$ cat config.mk
export PLATFORM = sky130hd
export DESIGN_NAME = four_channel_esc_pwm_unit
export DESIGN_NICKNAME = d
export VERILOG_FILES = /design/src/sv/escpwm_pkg.sv /design/src/sv/four_channel_esc_pwm_unit.sv /design/src/sv/escpwm_timebase.sv /design/src/sv/escpwm_channels.sv
export SDC_FILE = /design/constraint.sdc
export NUM_CORES = 1
export LEC_CHECK = 0
export ABC_CLOCK_PERIOD_IN_PS = 5300
export BUFFER_PORTS_ARGS = -buffer_cell sky130_fd_sc_hd__buf_2
export CAP_MARGIN = 20
export CORE_MARGIN = 2
export CORE_UTILIZATION = 60
export CTS_CLUSTER_DIAMETER = 150
export DETAILED_ROUTE_END_ITERATION = 6
export PLACE_DENSITY = 0.85
export SETUP_SLACK_MARGIN = 0.1
export SLEW_MARGIN = 20
export SYNTH_ARGS = -nofsm -noshare
export SYNTH_HDL_FRONTEND = slang
export SYNTH_SLANG_ARGS = --single-unit
$ cat constraint.sdc
create_clock -name clock -period 5.3 [get_ports clock]
set_clock_uncertainty 0.05 [all_clocks]
set_input_delay 1.06 -clock clock [delete_from_list [all_inputs] [get_ports clock]]
set_output_delay 1.06 -clock clock [all_outputs]
set_load 0.005 [all_outputs]
$ cat src/sv/escpwm_pkg.sv
// ----------------------------------------------------------------------------
// escpwm_pkg
// Shared types and constants for the four-channel ESC PWM unit.
// ----------------------------------------------------------------------------
`default_nettype none

package escpwm_pkg;

   localparam int unsigned DATA_W  = 16;
   localparam int unsigned MOTOR_W = 2;
   localparam int unsigned PWM_W   = 4;
   localparam int unsigned CSR_W   = 2;

   localparam logic [DATA_W-1:0] RESET_DIVISOR  = 16'd71;
   localparam logic [DATA_W-1:0] RESET_TOP      = 16'd5000;
   localparam logic [DATA_W-1:0] RESET_LIMIT    = 16'd2100;
   localparam logic [DATA_W-1:0] RESET_SAFE     = 16'd1000;
   localparam logic [DATA_W-1:0] RESET_POWER    = 16'd1000;

   typedef enum logic [1:0] {
      OP_TICK   = 2'd0,
      OP_ASSIGN = 2'd1,
      OP_APPLY  = 2'd2,
      OP_STOP   = 2'd3
   } op_type;

   typedef enum logic [CSR_W-1:0] {
      CSR_DIVISOR = 2'd0,
      CSR_TOP     = 2'd1,
      CSR_LIMIT   = 2'd2,
      CSR_SAFE    = 2'd3
   } csr_type;

   typedef struct packed {
      logic              wrap;
      logic [DATA_W-1:0] count_next;
   } tb_type;

endpackage

`default_nettype wire

$ cat src/sv/four_channel_esc_pwm_unit.sv
// ----------------------------------------------------------------------------
// four_channel_esc_pwm_unit
// Four-channel PWM generator for motor speed controllers.
//
// Items arrive on the req_ channel (operation, motor index, power) and each
// one yields exactly one rsp_ item: the four PWM outputs and the stored power
// of the addressed motor, both as they stand after the item. A tick item
// steps the prescaler and main counter; assign, apply and stop manage the
// stored, preload and active compare values. Registers are written on the
// csr_ port, one per cycle, with no read-back.
// An item is registered at acceptance, processed once the result register
// is free or being read, and its result is held in the output register. One
// item is taken every cycle while the receiver does not stall.
// Reset loads the register defaults and 1000 into every compare and clears
// both counters. When the receiver stalls, the result register holds and
// the input register still takes one more item; further items wait.
// ----------------------------------------------------------------------------
`default_nettype none

module four_channel_esc_pwm_unit #(
   parameter int CHANNELS = 4
) (
   input  wire logic                           clock,
   input  wire logic                           reset,
   input  wire logic                           req_valid,
   output logic                                req_ready,
   input  wire logic [1:0]                     req_operation,
   input  wire logic [escpwm_pkg::MOTOR_W-1:0] req_motor_index,
   input  wire logic [escpwm_pkg::DATA_W-1:0]  req_power_value,
   output logic                                rsp_valid,
   input  wire logic                           rsp_ready,
   output logic [escpwm_pkg::PWM_W-1:0]        rsp_pwm_outputs,
   output logic [escpwm_pkg::DATA_W-1:0]       rsp_stored_power,
   input  wire logic                           csr_write_enable,
   input  wire logic [escpwm_pkg::CSR_W-1:0]   csr_index,
   input  wire logic [escpwm_pkg::DATA_W-1:0]  csr_write_data
);

   logic [escpwm_pkg::DATA_W-1:0] divisor_ff, top_ff, limit_ff, safe_ff;

   logic                           in_valid_ff;
   escpwm_pkg::op_type             in_op_ff;
   logic [escpwm_pkg::MOTOR_W-1:0] in_motor_ff;
   logic [escpwm_pkg::DATA_W-1:0]  in_power_ff;

   logic                           out_valid_ff;
   logic [escpwm_pkg::PWM_W-1:0]   out_pwm_ff;
   logic [escpwm_pkg::DATA_W-1:0]  out_power_ff;

   logic                           step;
   logic                           accept;
   escpwm_pkg::tb_type             tb;
   logic [escpwm_pkg::PWM_W-1:0]   pwm;
   logic [escpwm_pkg::DATA_W-1:0]  readback;

   assign step      = in_valid_ff & (~out_valid_ff | rsp_ready);
   assign req_ready = ~in_valid_ff | step;
   assign accept    = req_valid & req_ready;

   assign rsp_valid        = out_valid_ff;
   assign rsp_pwm_outputs  = out_pwm_ff;
   assign rsp_stored_power = out_power_ff;

   always_ff @(posedge clock) begin
      if (reset) begin
         divisor_ff <= escpwm_pkg::RESET_DIVISOR;
         top_ff     <= escpwm_pkg::RESET_TOP;
         limit_ff   <= escpwm_pkg::RESET_LIMIT;
         safe_ff    <= escpwm_pkg::RESET_SAFE;
      end else if (csr_write_enable) begin
         case (escpwm_pkg::csr_type'(csr_index))
            escpwm_pkg::CSR_DIVISOR: divisor_ff <= csr_write_data;
            escpwm_pkg::CSR_TOP:     top_ff     <= csr_write_data;
            escpwm_pkg::CSR_LIMIT:   limit_ff   <= csr_write_data;
            escpwm_pkg::CSR_SAFE:    safe_ff    <= csr_write_data;
            default: ;
         endcase
      end
   end

   always_ff @(posedge clock) begin
      if (reset) begin
         in_valid_ff <= 1'b0;
      end else if (req_ready) begin
         in_valid_ff <= req_valid;
      end
   end

   always_ff @(posedge clock) begin
      if (accept) begin
         in_op_ff    <= escpwm_pkg::op_type'(req_operation);
         in_motor_ff <= req_motor_index;
         in_power_ff <= req_power_value;
      end
   end

   escpwm_timebase u_timebase (
      .clock   (clock),
      .reset   (reset),
      .tick    (step && in_op_ff == escpwm_pkg::OP_TICK),
      .divisor (divisor_ff),
      .top     (top_ff),
      .tb      (tb)
   );

   escpwm_channels #(
      .CHANNELS (CHANNELS)
   ) u_channels (
      .clock    (clock),
      .reset    (reset),
      .step     (step),
      .op       (in_op_ff),
      .motor    (in_motor_ff),
      .power    (in_power_ff),
      .limit    (limit_ff),
      .safe     (safe_ff),
      .tb       (tb),
      .pwm      (pwm),
      .readback (readback)
   );

   always_ff @(posedge clock) begin
      if (reset) begin
         out_valid_ff <= 1'b0;
      end else if (~out_valid_ff | rsp_ready) begin
         out_valid_ff <= in_valid_ff;
      end
   end

   always_ff @(posedge clock) begin
      if (step) begin
         out_pwm_ff   <= pwm;
         out_power_ff <= readback;
      end
   end

   a_step_fills_output: assert property (@(posedge clock) disable iff (reset)
      step |=> out_valid_ff)
      else $error("processed item did not reach the result register");

   a_ready_when_empty: assert property (@(posedge clock) disable iff (reset)
      !out_valid_ff |-> req_ready)
      else $error("input stalled while result register empty");

   a_stall_holds_input: assert property (@(posedge clock) disable iff (reset)
      in_valid_ff && out_valid_ff && !rsp_ready |=> in_valid_ff)
      else $error("pending item dropped during stall");

   a_wrap_only_on_step: assert property (@(posedge clock) disable iff (reset)
      tb.wrap |-> step)
      else $error("counter wrapped without an item");

endmodule

`default_nettype wire

$ cat src/sv/escpwm_timebase.sv
// ----------------------------------------------------------------------------
// escpwm_timebase
// Prescaler and up-counting main counter with wrap detection.
// ----------------------------------------------------------------------------
`default_nettype none

module escpwm_timebase (
   input  wire logic                          clock,
   input  wire logic                          reset,
   input  wire logic                          tick,
   input  wire logic [escpwm_pkg::DATA_W-1:0] divisor,
   input  wire logic [escpwm_pkg::DATA_W-1:0] top,
   output escpwm_pkg::tb_type                 tb
);

   logic [escpwm_pkg::DATA_W-1:0] prescale_ff, prescale_in;
   logic [escpwm_pkg::DATA_W-1:0] main_ff, main_in;
   logic                          expire;
   logic                          at_top;

   always_comb begin
      expire      = prescale_ff >= divisor;
      at_top      = main_ff >= top;
      prescale_in = prescale_ff;
      main_in     = main_ff;
      if (tick) begin
         if (expire) begin
            prescale_in = '0;
            main_in     = at_top ? '0 : main_ff + 1'b1;
         end else begin
            prescale_in = prescale_ff + 1'b1;
         end
      end
      tb.wrap       = tick & expire & at_top;
      tb.count_next = main_in;
   end

   always_ff @(posedge clock) begin
      if (reset) begin
         prescale_ff <= '0;
         main_ff     <= '0;
      end else begin
         prescale_ff <= prescale_in;
         main_ff     <= main_in;
      end
   end

endmodule

`default_nettype wire

$ cat src/sv/escpwm_channels.sv
// ----------------------------------------------------------------------------
// escpwm_channels
// Stored, preload and active compare registers and output compare.
// ----------------------------------------------------------------------------
`default_nettype none

module escpwm_channels #(
   parameter int CHANNELS = 4
) (
   input  wire logic                           clock,
   input  wire logic                           reset,
   input  wire logic                           step,
   input  wire escpwm_pkg::op_type             op,
   input  wire logic [escpwm_pkg::MOTOR_W-1:0] motor,
   input  wire logic [escpwm_pkg::DATA_W-1:0]  power,
   input  wire logic [escpwm_pkg::DATA_W-1:0]  limit,
   input  wire logic [escpwm_pkg::DATA_W-1:0]  safe,
   input  wire escpwm_pkg::tb_type             tb,
   output logic [escpwm_pkg::PWM_W-1:0]        pwm,
   output logic [escpwm_pkg::DATA_W-1:0]       readback
);

   logic [escpwm_pkg::DATA_W-1:0] stored_ff  [CHANNELS];
   logic [escpwm_pkg::DATA_W-1:0] stored_in  [CHANNELS];
   logic [escpwm_pkg::DATA_W-1:0] preload_ff [CHANNELS];
   logic [escpwm_pkg::DATA_W-1:0] preload_in [CHANNELS];
   logic [escpwm_pkg::DATA_W-1:0] active_ff  [CHANNELS];
   logic [escpwm_pkg::DATA_W-1:0] active_in  [CHANNELS];
   logic [escpwm_pkg::DATA_W-1:0] clamped;

   always_comb begin
      clamped  = (power > limit) ? safe : power;
      pwm      = '0;
      readback = '0;
      for (int i = 0; i < CHANNELS; i++) begin
         stored_in[i]  = stored_ff[i];
         preload_in[i] = preload_ff[i];
         active_in[i]  = tb.wrap ? preload_ff[i] : active_ff[i];
         if (step && op == escpwm_pkg::OP_ASSIGN && 32'(motor) == i) begin
            stored_in[i] = clamped;
         end
         if (step && op == escpwm_pkg::OP_APPLY) begin
            preload_in[i] = stored_ff[i];
         end
         if (step && op == escpwm_pkg::OP_STOP) begin
            preload_in[i] = safe;
         end
         if (32'(motor) == i) begin
            readback = stored_in[i];
         end
      end
      for (int i = 0; i < CHANNELS && i < int'(escpwm_pkg::PWM_W); i++) begin
         pwm[i] = tb.count_next < active_in[i];
      end
   end

   always_ff @(posedge clock) begin
      if (reset) begin
         for (int i = 0; i < CHANNELS; i++) begin
            stored_ff[i]  <= escpwm_pkg::RESET_POWER;
            preload_ff[i] <= escpwm_pkg::RESET_POWER;
            active_ff[i]  <= escpwm_pkg::RESET_POWER;
         end
      end else begin
         for (int i = 0; i < CHANNELS; i++) begin
            stored_ff[i]  <= stored_in[i];
            preload_ff[i] <= preload_in[i];
            active_ff[i]  <= active_in[i];
         end
      end
   end

endmodule

`default_nettype wire
==> run metrics, run 1 <==
WHS Path Cells 2; outcome complete, no violations; Pwr Density 313 nW/um^2; Worst Setup EP rsp_pwm_outputs[2]$_DFFE_PP_; initial drt markers 1,504; # hold bufs at CTS 0; top_reg_cell synth dfxtp_1; period utilisation layout between 90% and 100%; CP startpoint divisor_ff[14]$_SDFFE_PP0P_; CP peak stage delay 0.57 ns; CTS tree built; ANT nets after route 0; TritonCTS Buffers 35; deepest clock path buffer count 3; final WL 42,500 um; Max FO, Critical Path 31; fraction of registers with async set/reset 0%; Arrival @ worst endpoint 5.05 ns; Synth top area share 36.5%; fin util 67.2%; highest-delay cell along the critical path or4_4; Mapped Area between 15,000 and 20,000 sq um; Cells after DPL 1,962; Synth area leaders dfxtp_1 37%, mux2i_1 9.1%, ha_1 8.7%; hpwl dp roughly 29,000 um; r2r setup slk between 0.4 and 0.5 ns; IR Drop Worst-Case VDD 0.394 mV; wire per inst 21.0 um; Setup TNS 0 ns; Worst-Skew Late Latency 0.52 ns; distinct cell type count after synthesis 62; top cell type by total area after synthesis dfxtp_1; initial antenna violation count 0; routability cong. 0.890; Worst-path clk slew 0.06 ns; n_diodes 0; area grow syn2layout 10.2%; Slew Viols, Final 0; Worst setup EP type register; Avg Inst Size Synth 9.59 sq um; H-tree depth 2; Overall Global Routing Usage between 30% and 40%; Startpoint Class register; Remaining DRCs 0; FF-to-FF path depth 15; root buffer cell clkbuf_16; I/O Buffers 64; die height 167 um; Synth Register Bits 330; layout cells sized above 1 10.6%; core box area 26,100 sq um; GRT Residual Overflow 0; reg2reg start divisor_ff[14]$_SDFFE_PP0P_; setup bufs post-CTS 0; Post-synth EDFFs 40; vias in the first global route around 12,000; TritonRoute pass-1 iters 5; via count approximately 13,000; routed vias/inst between 6 and 7; Max-slew headroom 26.1%; Peak Freq about 0.21 GHz; Leakage 7.57 nW; CP cell instances inv_1 -> ha_1 -> nand4_2 -> or4_4 -> o311ai_4 -> o21a_4 -> nand2_4 -> buf_4 -> mux2i_1 -> ha_1 -> a21o_1 -> a21o_1 -> a221oi_1 -> nand2b_1 -> o41ai_1; r2r endpoint rsp_pwm_outputs[2]$_DFFE_PP_; Initial Util 61.0%; Mapped Nets 1,810; post-cts resize count 0; WP data required 5.52 ns; fillers approximately 1,900; hold crit path type register to register; Post-Synthesis Cells 1,657; nets 1,817; first-pass GRT wire length around 67,000 um; die area 27,800 sq um; Cell Rows slightly below 60; fin crit period 4.83 ns; largest net degree at the start of global routing around 130; final-report hold violation count 0; Top Ports 65; Seq/Total Area, Yosys between 40% and 50%; final std cells w/o fill ~2,000; Worst-Margin Slew 1.11 ns; Clock Sinks 330; post-route cell area 17,500 sq um; YS warnings 0; Cell Area, Placed between 15,000 and 20,000 sq um; RSZ-0062 raised after global routing false; Die Span X 167 um; final setup vio count 0; path type of the worst setup path register to register; max-cap viol count 0
==> cell families after synthesis <==
logic type,after synthesis,share of synthesized area (%)
buf+inv,163,4.20
fa+ha+maj,110,8.66
xor+xnor,19,1.05
simple gates,555,16.4
mux,161,11.4
flops,330,44.1
compound gates,319,14.2
==> synthesized netlist by cell type (2+ instances only) <==
cell,number
buf_2,5
and4_1,6
o21ai_0,36
o41ai_1,3
o21a_1,11
nor4_1,24
a211oi_1,82
nand3_1,8
or4_4,2
o21ai_1,4
o211ai_1,3
nand4_1,23
xnor2_1,2
mux4_2,16
nand2_1,163
a221oi_1,2
buf_6,6
ha_1,110
edfxtp_1,40
or2_2,6
and3b_1,2
a22o_1,3
a21o_1,29
inv_1,49
nor2_1,200
and2_1,2
a311oi_1,24
nor3_1,31
nand3b_1,19
o2111ai_1,2
clkbuf_1,91
nand2b_1,32
xor2_1,17
a21oi_1,75
nor2b_1,12
and3_1,16
mux2i_1,145
buf_1,11
dfxtp_1,290
a211o_1,33
==> worst min path at each step <==
stage,startpoint,to
after CTS,divisor_ff[8]$_SDFFE_PP0P_,divisor_ff[8]$_SDFFE_PP0P_
final,divisor_ff[7]$_SDFFE_PP0P_,divisor_ff[7]$_SDFFE_PP0P_
after floorplan,u_channels.preload_ff[0][3]$_SDFFE_PP1P_,u_channels.preload_ff[0][3]$_SDFFE_PP1P_
after global routing,limit_ff[1]$_SDFFE_PP0P_,limit_ff[1]$_SDFFE_PP0P_
after global placement,limit_ff[3]$_SDFFE_PP0P_,limit_ff[3]$_SDFFE_PP0P_
after detailed placement,divisor_ff[5]$_SDFFE_PP0P_,divisor_ff[5]$_SDFFE_PP0P_
==> state kept, by name, summed over array words and instances, names as in the netlist <==
register	flops
in_valid_ff	1
rsp_valid	1
limit_ff	16
safe_ff	16
u_timebase.prescale_ff	16
rsp_stored_power	16
top_ff	16
in_power_ff	16
in_motor_ff	2
u_channels.stored_ff	64
in_op_ff	2
rsp_pwm_outputs	4
u_timebase.main_ff	16
divisor_ff	16
u_channels.preload_ff	64
u_channels.active_ff	64
==> where the power goes <==
part           internal [mW]  leakage [nW]  switching [mW]
combinational          0.126          4.29           0.229
sequential              2.59          2.71          0.0626
clock                   1.49         0.570           0.979
total                   4.21          7.57            1.27
==> placed cells by master (no fill, tap or decap), types with 23 or more instances in the layout <==
master     instances
edfxtp_1          40
a311oi_1          24
inv_1             49
nor4_1            24
nand2b_1          32
nor3_1            30
dfxtp_1          290
a211o_1           33
nand4_1           23
a21oi_1           75
a21o_1            29
nand2_1          162
o21ai_0           35
ha_1             110
buf_2             63
clkbuf_16         36
nor2_1           198
a211oi_1          82
mux2i_1          145
==> metal layers <==
metal	share of wire, %	track usage (%)
met2	46	48.6
met3	8.7	4.85
met4	3.8	11.5
met1	41	41.1
met5	0	0
==> per-stage QoR <==
stage / hold slack [ns] / worst slack [ns] / total power, mW
2_1_floorplan: 0.385 / 1.27 / 2.93
4_1_cts: 0.407 / 0.553 / 5.49
5_1_grt: 0.419 / 0.224 / 5.64
3_3_place_gp: 0.393 / 0.829 / 3.04
3_5_place_dp: 0.397 / 0.631 / 3.05
6_report: 0.406 / 0.468 / 5.48
==> worst max-delay path: cells and delay by family, from the launching register on <==
family          cells  cell delay [ns]
buf+inv             2             0.37
simple gates        4             1.13
fa+ha+maj           2             0.59
mux                 1             0.24
compound gates      6             1.83
flops               1             0.35
==> area by class of cell <==
cell class / count / area (sq um) / area share, %
inverters: 49 / 184 / 1.05
multi-input cells: 1164 / 8250 / 47.1
flip-flops and latches: 330 / 7010 / 40.0
repair buffers: 84 / 492 / 2.81
clock inverters: 13 / 170 / 0.972
clock buffers: 49 / 980 / 5.60
well taps: 335 / 419 / 2.39
No activity file was read; power rests on OpenSTA's default activity.
==> run 2, diff against run 1 <==
- ABC_CLOCK_PERIOD_IN_PS: 5300 -> 6000
- PLACE_DENSITY: 0.85 -> 0.82
- clock period: 5.3 -> 6 ns (I/O delays scaled with it)
==> run metrics, run 2 (synthesis results as in run 1) <==
commonest non-fill, non-tap cell in the layout dfxtp_1; Worst setup EP type register; IR Drop Worst-Case VDD 0.274 mV (-31%); Top Ports 65 (unchanged); wire per inst 20.4 um (-2.7%); core box area 26,100 sq um (unchanged); pre-CTS WS 1.02 ns (+0.394 ns); period utilisation layout 79.7% (-11 points); root buffer cell clkbuf_16; Setup TNS 0 ns (unchanged); layout cells sized above 1 10.7% (+0.053 points); I/O Buffers 64 (unchanged); Sequential Power Share 48.4% (about the same); TritonCTS Buffers 36 (+2.9%); ANT nets after route 0 (unchanged); setup bufs post-CTS 0 (unchanged); footprint of the multi-input gates 8250 sq um (about the same); Worst-Skew Late Latency 0.52 ns (about the same); area grow syn2layout 10.3% (about the same); Peak Freq 0.209 GHz (+1.0%); Overall Global Routing Usage 29.3% (-0.92 points); final std cells w/o fill 2,025 (+0.049%); Max-slew headroom 29.5% (+3.3 points); Slew Viols, Final 0 (unchanged); final WL 41,300 um (-2.7%); WP data required 6.26 ns (+0.74 ns); routed vias/inst 6.29 (-1.6%); Max FO, Critical Path 44 (+42%); CTS tree built; initial drt markers 1,157 (-23%); nets 1,819 (+0.11%); path type of the worst setup path register to register; vias in the first global route 12,000 (-2.7%); fin util 67.2% (about the same); largest net degree at the start of global routing 161 (+20%); Leakage 7.58 nW (+0.15%); Arrival @ worst endpoint 5.05 ns (about the same); hpwl dp 28,600 um (-1.6%); post-cts resize count 0 (unchanged); final setup vio count 0 (unchanged); post-route cell area 17,500 sq um (about the same); routability cong. 0.936 (+5.2%); TritonRoute pass-1 iters 7 (+2); Clock power frac 45.1% (about the same); outcome complete, no violations; Cells after DPL 1,963 (+0.051%); hold crit path type register to register; cell-internal power 3.71 mW (-12%); final-report hold violation count 0 (unchanged); register area 7010 sq um (unchanged); Clock Sinks 330 (unchanged); RSZ-0062 raised after global routing false; fin crit period 4.78 ns (-0.0485 ns); biggest regs u_channels.active_ff (64), u_channels.preload_ff (64), u_channels.stored_ff (64); Cell Rows 59 (unchanged); initial antenna violation count 0 (unchanged); Sw Share 23.4% (+0.21 points); # hold bufs at CTS 0 (unchanged); first-pass GRT wire length 65,000 um (-3.2%); Worst-Margin Slew 1.06 ns (-0.0527 ns); final worst setup slack 1.22 ns (+0.748 ns); Startpoint Class register; Pwr Density 276 nW/um^2 (-12%); fillers 1,979 (+4.1%); via count 12,700 (-1.6%); Comb pwr share 6.5% (about the same); H-tree depth 2 (unchanged); GRT Residual Overflow 0 (unchanged); most frequent cells in the layout 290 x dfxtp_1, 198 x nor2_1, 163 x nand2_1, 145 x mux2i_1, 110 x ha_1; Cell Area, Placed 16,300 sq um (about the same); deepest clock path buffer count 3 (unchanged); die area 27,800 sq um (unchanged); Worst-path clk slew 0.06 ns (about the same); Die Span X 167 um (unchanged); sw power 1.13 mW (-11%); Initial Util 61.0% (unchanged); Remaining DRCs 0 (unchanged); n_diodes 0 (unchanged); die height 167 um (unchanged); max-cap viol count 0 (unchanged)
-- run 2: cell types whose count changed in the layout (fill, tap and decap cells not counted) --
cell and delta:
clkbuf_16 +2, nand2_2 -1, clkbuf_1 -1, buf_4 +2
inv_4 -1, nand2_1 +1, clkbuf_8 +5, inv_16 +1
clkinv_2 -3, bufinv_16 -3, buf_12 -1
-- run 2: area by class of cell --
type                            instances  area share [%]
Timing Repair Buffer                   85            2.78
Multi-Input combinational cell       1164            47.1
Sequential cell                       330            40.0
Tap cell                              335            2.39
Inverter                               49            1.05
Clock inverter                          7           0.450
Clock buffer                           55            6.25
-- run 2: metal layers --
layer / wire [um] / global-route usage (%)
met5: 0 / 0
met4: 1170 / 9.11
met3: 3180 / 3.87
met2: 19400 / 48.2
met1: 17600 / 40.3
-- run 2: metrics by stage --
step / hold WS, ns / total power, mW
final: 0.404 / 4.84
after global routing: 0.418 / 4.98
after CTS: 0.405 / 4.86
after detailed placement: 0.397 / 2.70
after global placement: 0.393 / 2.69
after floorplan: 0.385 / 2.58
-- run 2: power groups by stage --
| stage | combinational, mW | sequential [mW] | clock (mW) |
|---|---|---|---|
| 2_1_floorplan | 0.221 | 2.36 | 0 |
| 3_3_place_gp | 0.298 | 2.39 | 0 |
| 3_5_place_dp | 0.307 | 2.39 | 0 |
| 6_report | 0.314 | 2.34 | 2.18 |
| 4_1_cts | 0.309 | 2.34 | 2.21 |
| 5_1_grt | 0.341 | 2.35 | 2.29 |
-- run 2: final timing paths --
check	startpoint	endpoint	slack [ns]	depth (start not counted)
worst max-delay path	divisor_ff[13]$_SDFFE_PP0P_	rsp_pwm_outputs[2]$_DFFE_PP_	1.22	16
worst min-delay path	divisor_ff[12]$_SDFFE_PP0P_	divisor_ff[12]$_SDFFE_PP0P_	0.40	2
worst max register to register	divisor_ff[13]$_SDFFE_PP0P_	rsp_pwm_outputs[2]$_DFFE_PP_	1.22	16
worst min register to register	divisor_ff[12]$_SDFFE_PP0P_	divisor_ff[12]$_SDFFE_PP0P_	0.40	2
-- run 2: critical path: stages (launching register included) --
cell and delay [ns]:
dfxtp_1 0.33, inv_1 0.05, ha_1 0.30, nand4_2 0.13, or4_4 0.57, o311ai_4 0.29, o21a_4 0.30, nand2_4 0.45
buf_4 0.42, mux2i_1 0.25, ha_1 0.29, a21o_1 0.19, a21o_1 0.17, a221oi_1 0.37, nand2_1 0.12, a21o_1 0.19
o41ai_1 0.05
